[src/rtl/core/stt_pkg.sv]
// shared types and constants for the segment table translator
`default_nettype none

package stt_pkg;

    localparam int KIB_W    = 7;
    localparam int SIZE_W   = 16;
    localparam int ADDR_W   = 16;
    localparam int LEFT_W   = 17;
    localparam int IDX_W    = 3;
    localparam int KIB_MAX  = 64;
    localparam int KIB_SHIFT = 10;
    localparam logic [KIB_W-1:0] KIB_RESET = 7'd16;

    typedef enum logic [1:0] {
        ST_OK    = 2'd0,
        ST_FULL  = 2'd1,
        ST_NOMEM = 2'd2,
        ST_SEGV  = 2'd3
    } t_status;

    typedef enum logic {
        FN_ADD       = 1'b0,
        FN_TRANSLATE = 1'b1
    } t_func;

    typedef struct packed {
        t_func               func;
        logic [SIZE_W-1:0]   seg_size;
        logic [ADDR_W-1:0]   segment_number;
        logic [ADDR_W-1:0]   seg_offset;
    } t_item;

    typedef struct packed {
        logic [ADDR_W-1:0] base;
        logic [SIZE_W-1:0] size;
    } t_entry;

    localparam int ENTRY_W = $bits(t_entry);

    typedef struct packed {
        t_status             status;
        logic [IDX_W-1:0]    segment_index;
        logic [ADDR_W-1:0]   physical_address;
        logic [LEFT_W-1:0]   memory_left;
    } t_result;

    typedef struct packed {
        logic accept;
        logic adv;
    } t_ctl;

endpackage

`default_nettype wire

[src/rtl/core/stt_if.sv]
// channel interfaces for items, results and the configuration write
`default_nettype none

interface stt_in_if import stt_pkg::*; ();
    logic              valid;
    logic              ready;
    logic              func;
    logic [SIZE_W-1:0] seg_size;
    logic [ADDR_W-1:0] segment_number;
    logic [ADDR_W-1:0] seg_offset;
    modport source (output valid, func, seg_size, segment_number, seg_offset, input ready);
    modport sink   (input valid, func, seg_size, segment_number, seg_offset, output ready);
endinterface

interface stt_out_if import stt_pkg::*; ();
    logic              valid;
    logic              ready;
    logic [1:0]        status;
    logic [IDX_W-1:0]  segment_index;
    logic [ADDR_W-1:0] physical_address;
    logic [LEFT_W-1:0] memory_left;
    modport source (output valid, status, segment_index, physical_address, memory_left,
                    input ready);
    modport sink   (input valid, status, segment_index, physical_address, memory_left,
                    output ready);
endinterface

interface stt_cfg_if import stt_pkg::*; ();
    logic             valid;
    logic             ready;
    logic [KIB_W-1:0] memory_kib;
    modport source (output valid, memory_kib, input ready);
    modport sink   (input valid, memory_kib, output ready);
endinterface

`default_nettype wire

[src/rtl/core/stt_ram.sv]
// generic single-write, single-read ram with registered read data
`default_nettype none

module stt_ram #(
    parameter int WIDTH = 32,
    parameter int DEPTH = 8
) (
    input  wire logic                                   i_clk,
    input  wire logic                                   i_we,
    input  wire logic [((DEPTH > 1) ? $clog2(DEPTH) : 1)-1:0] i_waddr,
    input  wire logic [WIDTH-1:0]                       i_wdata,
    input  wire logic                                   i_re,
    input  wire logic [((DEPTH > 1) ? $clog2(DEPTH) : 1)-1:0] i_raddr,
    output      logic [WIDTH-1:0]                       o_rdata
);

    logic [WIDTH-1:0] r_mem [DEPTH];

    always_ff @(posedge i_clk) begin
        if (i_we) begin
            r_mem[i_waddr] <= i_wdata;
        end
        if (i_re) begin
            o_rdata <= r_mem[i_raddr];
        end
    end

endmodule

`default_nettype wire

[src/rtl/core/stt_exec.sv]
// table state, add and translate decisions, write-to-read bypass
`default_nettype none

module stt_exec import stt_pkg::*; #(
    parameter int MAX_SEGMENTS = 8
) (
    input  wire logic                 i_clk,
    input  wire logic                 i_rst_n,
    input  wire t_ctl                 i_ctl,
    input  wire t_item                i_item,
    input  wire logic [ENTRY_W-1:0]   i_rdata,
    input  wire logic                 i_cfg_we,
    input  wire logic [KIB_W-1:0]     i_cfg_kib,
    output      logic                 o_we,
    output      logic [((MAX_SEGMENTS > 1) ? $clog2(MAX_SEGMENTS) : 1)-1:0] o_waddr,
    output      logic [ENTRY_W-1:0]   o_wdata,
    output      t_result              o_res
);

    localparam int IW = (MAX_SEGMENTS > 1) ? $clog2(MAX_SEGMENTS) : 1;
    localparam int CW = $clog2(MAX_SEGMENTS + 1);
    localparam int PW = (IW > IDX_W) ? IW : IDX_W;

    logic [KIB_W-1:0]  r_kib;
    logic [CW-1:0]     r_count, n_count;
    logic [LEFT_W-1:0] r_next_free, n_next_free;
    logic              r_byp_valid;
    logic [IW-1:0]     r_byp_addr;
    t_entry            r_byp_entry;

    logic [KIB_W-1:0]  kib_sat;
    logic [LEFT_W-1:0] total;
    logic [LEFT_W-1:0] end_addr;
    logic              add_ok;
    t_entry            new_entry;
    t_entry            rd_entry;
    logic [PW-1:0]     idx_pad;
    logic [ADDR_W-1:0] phys_sum;

    assign kib_sat  = (r_kib > KIB_W'(KIB_MAX)) ? KIB_W'(KIB_MAX) : r_kib;
    assign total    = LEFT_W'(kib_sat) << KIB_SHIFT;
    assign end_addr = r_next_free + LEFT_W'(i_item.seg_size);

    assign new_entry.base = r_next_free[ADDR_W-1:0];
    assign new_entry.size = i_item.seg_size;

    assign rd_entry = (r_byp_valid && (i_item.segment_number[IW-1:0] == r_byp_addr))
                    ? r_byp_entry : t_entry'(i_rdata);

    assign idx_pad  = PW'(r_count[IW-1:0]);
    assign phys_sum = rd_entry.base + i_item.seg_offset;

    always_comb begin
        add_ok                 = 1'b0;
        o_res.status           = ST_OK;
        o_res.segment_index    = '0;
        o_res.physical_address = '0;
        unique case (i_item.func)
            FN_ADD: begin
                if (i_item.seg_size != '0) begin
                    priority if (r_count >= CW'(MAX_SEGMENTS)) begin
                        o_res.status = ST_FULL;
                    end else if (end_addr > total) begin
                        o_res.status = ST_NOMEM;
                    end else begin
                        add_ok              = 1'b1;
                        o_res.segment_index = idx_pad[IDX_W-1:0];
                    end
                end
            end
            FN_TRANSLATE: begin
                priority if (i_item.segment_number >= ADDR_W'(r_count)) begin
                    o_res.status = ST_SEGV;
                end else if (i_item.seg_offset >= rd_entry.size) begin
                    o_res.status = ST_SEGV;
                end else begin
                    o_res.physical_address = phys_sum;
                end
            end
            default: begin
                o_res.status = ST_OK;
            end
        endcase
        n_next_free       = add_ok ? end_addr : r_next_free;
        o_res.memory_left = (n_next_free >= total) ? '0 : (total - n_next_free);
    end

    assign n_count     = add_ok ? (r_count + CW'(1)) : r_count;

    assign o_we    = i_ctl.adv && add_ok;
    assign o_waddr = r_count[IW-1:0];
    assign o_wdata = ENTRY_W'(new_entry);

    always_ff @(posedge i_clk) begin
        if (!i_rst_n) begin
            r_kib       <= KIB_RESET;
            r_count     <= '0;
            r_next_free <= '0;
            r_byp_valid <= 1'b0;
        end else begin
            if (i_cfg_we) begin
                r_kib <= i_cfg_kib;
            end
            if (i_ctl.adv) begin
                r_count     <= n_count;
                r_next_free <= n_next_free;
            end
            if (i_ctl.accept) begin
                r_byp_valid <= o_we;
            end
        end
    end

    always_ff @(posedge i_clk) begin
        if (i_ctl.accept) begin
            r_byp_addr  <= r_count[IW-1:0];
            r_byp_entry <= new_entry;
        end
    end

endmodule

`default_nettype wire

[src/rtl/core/segment_table_translate.sv]
// top level of the segment table translator
// Segment table with base and bounds translation. One item is accepted per
// clock cycle while the output side does not stall; its result passes from the
// input register through the decision logic into the output register, which
// takes it when that register is empty or being read out. The
// descriptor table lives in a ram with a registered read port, read when the
// item is accepted; a segment added by the item just ahead is forwarded from a
// bypass register. The table has no clearing pass after reset: only entries
// below the current segment count are ever looked at.
`default_nettype none

module segment_table_translate import stt_pkg::*; #(
    parameter int MAX_SEGMENTS = 8
) (
    input  wire logic  i_clk,
    input  wire logic  i_rst_n,
    stt_in_if.sink     i_in,
    stt_out_if.source  o_out,
    stt_cfg_if.sink    i_cfg
);

    localparam int IW = (MAX_SEGMENTS > 1) ? $clog2(MAX_SEGMENTS) : 1;

    logic    r_in_valid;
    t_item   r_in;
    logic    r_out_valid;
    t_result r_out;

    t_ctl                ctl;
    logic                accept;
    logic                adv;
    logic                ram_we;
    logic [IW-1:0]       ram_waddr;
    logic [ENTRY_W-1:0]  ram_wdata;
    logic [ENTRY_W-1:0]  ram_rdata;
    t_result             res;

    assign adv        = r_in_valid && (!r_out_valid || o_out.ready);
    assign i_in.ready = !r_in_valid || adv;
    assign accept     = i_in.valid && i_in.ready;
    assign ctl.accept = accept;
    assign ctl.adv    = adv;

    assign i_cfg.ready = 1'b1;

    stt_ram #(
        .WIDTH (ENTRY_W),
        .DEPTH (MAX_SEGMENTS)
    ) u_table (
        .i_clk   (i_clk),
        .i_we    (ram_we),
        .i_waddr (ram_waddr),
        .i_wdata (ram_wdata),
        .i_re    (accept),
        .i_raddr (i_in.segment_number[IW-1:0]),
        .o_rdata (ram_rdata)
    );

    stt_exec #(
        .MAX_SEGMENTS (MAX_SEGMENTS)
    ) u_exec (
        .i_clk     (i_clk),
        .i_rst_n   (i_rst_n),
        .i_ctl     (ctl),
        .i_item    (r_in),
        .i_rdata   (ram_rdata),
        .i_cfg_we  (i_cfg.valid),
        .i_cfg_kib (i_cfg.memory_kib),
        .o_we      (ram_we),
        .o_waddr   (ram_waddr),
        .o_wdata   (ram_wdata),
        .o_res     (res)
    );

    always_ff @(posedge i_clk) begin
        if (!i_rst_n) begin
            r_in_valid  <= 1'b0;
            r_out_valid <= 1'b0;
        end else begin
            if (i_in.ready) begin
                r_in_valid <= i_in.valid;
            end
            if (adv) begin
                r_out_valid <= 1'b1;
            end else if (o_out.ready) begin
                r_out_valid <= 1'b0;
            end
        end
    end

    // payload registers
    always_ff @(posedge i_clk) begin
        if (accept) begin
            r_in.func           <= t_func'(i_in.func);
            r_in.seg_size       <= i_in.seg_size;
            r_in.segment_number <= i_in.segment_number;
            r_in.seg_offset     <= i_in.seg_offset;
        end
        if (adv) begin
            r_out <= res;
        end
    end

    assign o_out.valid            = r_out_valid;
    assign o_out.status           = r_out.status;
    assign o_out.segment_index    = r_out.segment_index;
    assign o_out.physical_address = r_out.physical_address;
    assign o_out.memory_left      = r_out.memory_left;

endmodule

`default_nettype wire

[src/flat_wrapper.sv]
// flat-port wrapper written by rule: the top's interface ports become plain ports
module segment_table_translate_flat import stt_pkg::*;
#(
    parameter int MAX_SEGMENTS = 8
)
  (i_clk, i_rst_n, i_in_valid, i_in_func, i_in_seg_size, i_in_segment_number, i_in_seg_offset, i_in_ready, o_out_valid, o_out_status, o_out_segment_index, o_out_physical_address, o_out_memory_left, o_out_ready, i_cfg_valid, i_cfg_memory_kib, i_cfg_ready);
  stt_in_if i_in_i ();
  stt_out_if o_out_i ();
  stt_cfg_if i_cfg_i ();
  input  wire logic i_clk;
  input  wire logic i_rst_n;
  input wire logic [$bits(i_in_i.valid)-1:0] i_in_valid;
  input wire logic [$bits(i_in_i.func)-1:0] i_in_func;
  input wire logic [$bits(i_in_i.seg_size)-1:0] i_in_seg_size;
  input wire logic [$bits(i_in_i.segment_number)-1:0] i_in_segment_number;
  input wire logic [$bits(i_in_i.seg_offset)-1:0] i_in_seg_offset;
  output wire logic [$bits(i_in_i.ready)-1:0] i_in_ready;
  output wire logic [$bits(o_out_i.valid)-1:0] o_out_valid;
  output wire logic [$bits(o_out_i.status)-1:0] o_out_status;
  output wire logic [$bits(o_out_i.segment_index)-1:0] o_out_segment_index;
  output wire logic [$bits(o_out_i.physical_address)-1:0] o_out_physical_address;
  output wire logic [$bits(o_out_i.memory_left)-1:0] o_out_memory_left;
  input wire logic [$bits(o_out_i.ready)-1:0] o_out_ready;
  input wire logic [$bits(i_cfg_i.valid)-1:0] i_cfg_valid;
  input wire logic [$bits(i_cfg_i.memory_kib)-1:0] i_cfg_memory_kib;
  output wire logic [$bits(i_cfg_i.ready)-1:0] i_cfg_ready;
  assign i_in_i.valid = i_in_valid;
  assign i_in_i.func = i_in_func;
  assign i_in_i.seg_size = i_in_seg_size;
  assign i_in_i.segment_number = i_in_segment_number;
  assign i_in_i.seg_offset = i_in_seg_offset;
  assign i_in_ready = i_in_i.ready;
  assign o_out_valid = o_out_i.valid;
  assign o_out_status = o_out_i.status;
  assign o_out_segment_index = o_out_i.segment_index;
  assign o_out_physical_address = o_out_i.physical_address;
  assign o_out_memory_left = o_out_i.memory_left;
  assign o_out_i.ready = o_out_ready;
  assign i_cfg_i.valid = i_cfg_valid;
  assign i_cfg_i.memory_kib = i_cfg_memory_kib;
  assign i_cfg_ready = i_cfg_i.ready;
  segment_table_translate #(.MAX_SEGMENTS(MAX_SEGMENTS)) u_core (.i_clk(i_clk), .i_rst_n(i_rst_n), .i_in(i_in_i), .o_out(o_out_i), .i_cfg(i_cfg_i));
endmodule
[config.mk]
export PLATFORM = sky130hd
export DESIGN_NAME = segment_table_translate_flat
export DESIGN_NICKNAME = d
export VERILOG_FILES = /design/src/rtl/core/stt_pkg.sv /design/src/rtl/core/stt_if.sv /design/src/rtl/core/stt_ram.sv /design/src/rtl/core/stt_exec.sv /design/src/rtl/core/segment_table_translate.sv /design/src/flat_wrapper.sv
export SDC_FILE = /design/constraint.sdc
export NUM_CORES = 1
export LEC_CHECK = 0
export ABC_AREA = 1
export BUFFER_PORTS_ARGS = -buffer_cell sky130_fd_sc_hd__buf_2
export CAP_MARGIN = 5
export CORE_MARGIN = 2
export CORE_UTILIZATION = 55
export DETAILED_ROUTE_END_ITERATION = 10
export PLACE_DENSITY = 0.73
export SYNTH_ARGS = -nofsm -noshare
export SYNTH_HDL_FRONTEND = slang
export SYNTH_SLANG_ARGS = --single-unit
export TNS_END_PERCENT = 20
[constraint.sdc]
create_clock -name i_clk -period 8.6 [get_ports i_clk]
set_input_delay 0.86 -clock i_clk [delete_from_list [all_inputs] [get_ports i_clk]]
set_output_delay 0.86 -clock i_clk [all_outputs]
set_load 0.02 [all_outputs]
=== Word-level counts from Yosys, hierarchy flattened ===
Memories as Yosys holds them, arrays and structs flattened. A register that Yosys moved wholly into a read port is not among the register bits.
Index checks and enable logic that the tools add are counted.

* Register bits: 153
* Latch bits: 0
* RAM bits: 256
* Memory bits (read-only): 0
* Input bits: 61
* Output and inout bits: 41
* Logic and storage cells: 63
* Memories: 1

{| class="wikitable"
|+ Memories
! memory !! words !! width !! rd ports !! clocked after memory_dff !! wr ports !! RTL line !! RTL
|-
| u_core.u_table.r_mem || 8 || 32 || 1 || 1 || 1 || stt_ram.sv:17 || <nowiki>logic [WIDTH-1:0] r_mem [DEPTH];</nowiki>
|}

* Add/sub/neg operators: 4
* Multipliers: 0
* Div/mod/pow operators: 0
* Order comparisons: 6
* Equal/unequal tests: 1
* Shifts and indexed selects: 0
* Mux-type cells: 19
* Bitwise gates (word level): 2
* Reduce and logical (&&, ||, !) cells: 13

{| class="wikitable"
|+ Operator list
! kind !! number
|-
| two-way mux 32 bit || 1
|-
| adder 17 x 16 -> 17 bit || 1
|-
| >= comparator 17 bit || 1
|-
| greater-than comparator 17 bit || 1
|-
| two-way mux 17 bit || 1
|-
| subtractor 17 bit || 1
|-
| adder 16 bit || 1
|-
| >= comparator 16 bit || 1
|-
| >= comparator 16 x 4 -> 1 bit || 1
|-
| nonzero test 16 bit || 1
|-
| two-way mux 1 bit || 8
|-
| two-way mux 2 bit || 4
|-
| greater-than comparator 7 bit, second input constant || 1
|-
| two-way mux 7 bit || 1
|-
| two-way mux 3 bit || 2
|-
| two-way mux 5 bit || 1
|-
| adder 4 x 1 -> 4 bit, second input constant || 1
|-
| >= comparator 4 bit, second input constant || 1
|-
| logical AND 1 bit || 4
|-
| case mux 2 bit (2 select lines) || 1
|-
| OR reduction 4 bit || 1
|-
| == test 3 bit || 1
|-
| OR reduction 3 bit || 1
|-
| zero test 1 bit || 2
|-
| 4 further kinds || 6
|}

=== Longest topological paths before layout ===
* Depth after elaboration: 10
* Gate-level depth with buffers: 45
* Depth with buffers taken out: 42

=== Cells and area by module ===
Synthesis repeated with hierarchy kept, for this count alone.

* Cell total of the unflattened synthesis: 2066
* Area total of the unflattened synthesis: 21017.7 um^2

{| class="wikitable"
|+ Modules (own cells, without submodules)
! module !! times used !! cells each !! area an instance (um^2) !! sequential area each (um^2)
|-
| stt_ram || 1 || 1156 || 12192.9 || 8648.3
|-
| stt_exec || 1 || 808 || 6105.9 || 1631.6
|-
| segment_table_translate || 1 || 102 || 2718.9 || 2652.5
|}

=== Worst setup path after synthesis ===
Ideal clock, no wire load.

* Path kind: register -> register
* Start: reg u_core.r_in[32] (netlist bit)
* End: mem u_core.u_table.r_mem[5][0] (enable)
* Arrival time: 6378 ps
* Data required time: 8139 ps
* Slack: 1761 ps
* Stages on the path, launching flop included: 33
* Buffers on the path: 1
* Period minus slack after synthesis: 6839 ps
* Cell sequence: edfxtp_1 -> ha_1 -> fa_1 -> nand3_1 -> nand3_1 -> a21oi_1 -> o21bai_1 -> a21oi_1 -> o21bai_1 -> a21oi_1 -> nor2_1 -> nor2_1 -> xor2_1 -> ha_1 -> inv_1 -> nor2_1 -> nand3_1 -> nor2_1 -> nand3_1 -> nor2_1 -> nand2_1 -> nor2_1 -> nand2_1 -> nor2_1 -> nand4_1 -> nand2_2 -> nand2_4 -> buf_4 -> nor2_2 -> clkinv_1 -> nor2_1 -> inv_1 -> nor3_1

* Word-level cells in the longest chain between the ends: 9
* Elaborated cells on any way between the ends: 10
* Those cells by class: 1 x add/sub; 1 x order compare; 6 x mux; 2 x reduce/logical

{| class="wikitable"
|+ Ends and longest elaborated chain
! what !! RTL line !! RTL
|-
| start: declaration || segment_table_translate.sv:25 || <nowiki>t_item r_in;</nowiki>
|-
| adder 17 x 16 -> 17 bit || stt_exec.sv:42 || <nowiki>assign end_addr = r_next_free + LEFT_W'(i_item.seg_size);</nowiki>
|-
| greater-than comparator 17 bit || stt_exec.sv:63 || <nowiki>end else if (end_addr > total) begin</nowiki>
|-
| two-way mux 1 bit || stt_exec.sv:63 ||
|-
| two-way mux 1 bit || stt_exec.sv:61 || <nowiki>priority if (r_count >= CW'(MAX_SEGMENTS)) begin</nowiki>
|-
| two-way mux 1 bit (*) || stt_exec.sv:60 || <nowiki>if (i_item.seg_size != '0) begin</nowiki>
|-
| two-way mux 1 bit (*) || stt_exec.sv:58 || <nowiki>unique case (i_item.func)</nowiki>
|-
| logical AND 1 bit (*) || stt_exec.sv:90 || <nowiki>assign o_we = i_ctl.adv && add_ok;</nowiki>
|-
| two-way mux 1 bit (*) || stt_ram.sv:20 || <nowiki>if (i_we) begin</nowiki>
|-
| two-way mux 1 bit (implied by the code) (*) || stt_ram.sv:21 || <nowiki>r_mem[i_waddr] <= i_wdata;</nowiki>
|-
| end: declaration || stt_ram.sv:17 ||
|}

Every way passes the cells marked *; elsewhere a longest branch is shown, timed or not.

=== Worst setup path after layout ===
* Start: reg u_core.r_in[32] (netlist bit)
* End: mem u_core.u_table.r_mem[5][1] (enable)

Same word-level chain as after synthesis.

==> flow_summary_export.csv <==
group,metric,value,unit
synthesis,synth_cell_types,50,
timing,worstMarginPinSlew,1.13,ns
synthesis,syn_area,0.0194,mm²
final_layout,fin_nets,1916,
pwr,power_density,233,mW/mm²
synthesis,syn_nets,1816,
global_routing,grt_start_max_net_pins,104,
clock_network,cts_htree_levels,2,
critical_path,end_kind,"flip-flop",
final_layout,diodes,0,
synthesis,ys_seq_area_share,66.6,%
die,die_width,192,µm
detailed_routing,drcViolationCount,0,
critical_path,start_kind,"flip-flop",
critical_path,ff2ff_path_depth,32,
detailed_routing,wl,45700,µm
synthesis,synth-edff-count,410,
global_routing,grt_pass1_vias,12700,
critical_path,r2r_end,"u_core.u_table.r_mem[5][1]",
timing,hold_viol,0,
global_routing,grt_pass1_wl,69900,µm
timing,fmax,0.151,GHz
pwr,p_sw,1.31,mW
synthesis,syn_avg_cell_area,11.5,µm²
detailed_routing,drtIter0Drc,1103,
critical_path,r2r_start,"u_core.r_in[32]",
critical_path,critPathMaxStageDelay,0.60,ns
timing,grt_setup_unrepaired,"no",
timing,hold_ws,0.478,ns
die,die_h,192,µm
clock_network,root_buffer,"clkbuf_16",
timing,min_period_over_period,76.8,%
place,dp_hpwl,28400,µm
min_path,hp-start,"u_core.u_exec.r_kib[0]",
pwr,switching_share,25.8,%
critical_path,crit_required,8.78,ns
detailed_routing,ant_nets,0,
critical_path,crit_type,"reg -> reg",
clock_network,cts.sinks,441,
pwr,seq_power_share,49.0,%
place,io_buffers,100,
critical_path,startpoint,"u_core.r_in[32]",
synthesis,async_reset_ff_share,0,%
timing,fin_setup_tns,0,ns
final_layout,num-fill-cells,2616,
synthesis,yosysMostFrequentCell,"edfxtp_1",
die,num_io_pins,102,
pwr,leakage,8.49,nW
clock_network,tritoncts,"yes",
clock_network,clock_latency,0.56,ns
pwr,ir_drop,0.167,mV
timing,relSlewSlack,24.8,%
synthesis,synth_top_cell_by_area,"edfxtp_1",
synthesis,synth_flop_cell,"edfxtp_1",
synthesis,synth_top_area_share,63.4,%
timing,setup_viol,0,
die,dieArea,0.0368,mm²
pwr,clkPwrFrac,37.5,%
detailed_routing,drt_pass1_iterations,5,
global_routing,antenna_found_initial,1,
critical_path,ff2ff_setup_slack,1.99,ns
place,gp_congestion,0.914,
synthesis,synth_top_cells_by_area,"edfxtp_1 63%, nor2_1 5.8%, ha_1 4.1%, o21ai_0 4.1%, nand2_1 3.5%",
detailed_routing,vias,13000,
clock_network,clkTransAtPathRegs,0.06,ns
critical_path,setup.worst_path.end,"u_core.u_table.r_mem[5][1]",
timing,skew,0.0141,ns
synthesis,synth_seq_cells,441,
timing,fin_crit,6.61,ns
timing,worst_slack,1.99,ns
final_layout,drive_gt1_share,14.3,%
detailed_routing,vias_per_cell,5.70,
flow_run,drv_cap,0,
critical_path,cp_slowest_cell,"clkinv_1",
min_path,hold_class,"reg -> reg",
timing,drv_slew,0,
synthesis,netlist_top_cells_count,"410 x edfxtp_1, 302 x nor2_1, 181 x nand2_1",
final_layout,area_growth,12.5,%
detailed_routing,wl_per_cell,20.1,µm
critical_path,crit_path_max_fanout,32,
critical_path,crit_arrival,6.79,ns
status,status,"finished, final reports clean",
synthesis,ys_warn_count,0,
die,core.rowCount,68,
die,floorplan.initialDensity,56.1,%
global_routing,grt_usage,25.3,%
pwr,internal_power,3.78,mW
synthesis,syn_inst,1689,
place,dp_slack,2.13,ns
critical_path,cp_common_cell,"nor2_1",
pwr,combPwrFrac,13.5,%
clock_network,hold_buffers,0,
global_routing,gr-total-overflow,0,
clock_network,post_cts_buffers,0,
clock_network,cts_repair_resize_count,0,
die,coreArea,0.0346,mm²
pwr,design_power_total,5.10,mW
clock_network,clockBufferDepth,3,
clock_network,cts_buffers,46,
## layer usage
layer	up-vias	wire [µm]	global-route usage [%]
li1	6158	-	-
met1	6282	19000	33.2
met2	452	22600	43.5
met3	76	3040	3.96
met4	0	1030	7.99
met5	-	0	0
## worst min path at each step
stage                          endpoint  slack, ns  cells after the start
6_report         u_core.u_exec.r_kib[0]       0.48                      2
4_1_cts                  u_core.r_in[1]       0.46                      1
3_3_place_gp   u_core.u_exec.r_count[3]       0.45                      1
2_1_floorplan  u_core.u_exec.r_count[3]       0.44                      1
5_1_grt                 u_core.r_in[29]       0.46                      1
3_5_place_dp     u_core.u_exec.r_kib[0]       0.47                      2
## cell type report
class                   instances  area, µm²  area share (%)
repair buffers                117        631            2.89
multi-input cells            1059       5800            26.5
clock buffers                  54       1230            5.64
flip-flops and latches        441      12900            59.2
clock inverters                25        219            1.00
well taps                     455        569            2.61
inverters                     124        468            2.14
## power groups by stage
| stage | registers, mW | logic, mW | clock network [mW] |
|---|---|---|---|
| after global routing | 2.51 | 0.783 | 2.02 |
| final | 2.50 | 0.689 | 1.91 |
| after detailed placement | 2.54 | 0.687 | 0 |
| after CTS | 2.50 | 0.692 | 1.94 |
| after floorplan | 2.54 | 0.500 | 0 |
| after global placement | 2.54 | 0.674 | 0 |
## critical path: cells and delay by family (launching register included)
| family | cells | cell delay (ns) |
|---|---|---|
| flops | 1 | 0.53 |
| xor+xnor | 1 | 0.24 |
| simple gates | 19 | 2.47 |
| compound gates | 5 | 0.68 |
| buf+inv | 4 | 1.29 |
| fa+ha+maj | 3 | 1.00 |
## kinds of logic (layout without fill, tap and decap cells)
kind of cell / count (synthesis) / after routing / synth area share (%)
AO/OA/AOI/OAI: 311 / 311 / 8.78
multiplexers: 32 / 32 / 1.75
other: 1 / 1 / 0.0193
adder cells (fa/ha/maj): 66 / 66 / 4.33
AND/OR/NAND/NOR: 621 / 621 / 13.5
buffers and inverters: 189 / 320 / 3.77
flip-flops: 441 / 441 / 66.6
XOR/XNOR: 28 / 28 / 1.26
## cell usage in the layout (no fill, tap or decap), types with 8 or more instances in the layout
cell	synthesis	routed
clkinv_1	2	8
o21ai_0	159	159
edfxtp_1	410	410
xor2_1	17	17
buf_4	2	18
a21oi_1	62	62
buf_2	1	99
inv_1	120	117
nor2_1	302	300
xnor2_1	11	11
dfxtp_1	31	31
mux2_2	16	16
nor2_2	13	15
nand4_1	11	11
nand3_1	64	64
clkinv_2	0	10
clkbuf_16	0	47
o22ai_1	32	32
ha_1	64	64
mux2i_1	16	16
nand2_1	181	181
nand2_2	19	19
a31oi_1	34	34
## registers in the layout, indices dropped and copies added, names as in the netlist, 2 cells and up
name and flops:
u_core.u_exec.r_kib 7, u_core.o_out.physical_address 16, u_core.u_exec.r_next_free 17, u_core.r_in 49, u_core.u_table.o_rdata 32, u_core.o_out.memory_left 17
u_core.u_exec.r_byp_entry 32, u_core.u_table.r_mem 256, u_core.u_exec.r_byp_addr 3, u_core.u_exec.r_count 4, u_core.o_out.segment_index 3, u_core.o_out.status 2
## per-stage QoR
stage / utilization [%] / area, µm² / std cells
floorplan: - / 19400 / 1689
global placement: 58.9 / 20400 / 2196
detailed placement: 58.9 / 20400 / 2196
CTS: 63.1 / 21900 / 2275
global route: 63.1 / 21900 / 2275
finish: 63.1 / 21900 / 2275
Note: power is estimated with default switching activity, not from simulation.
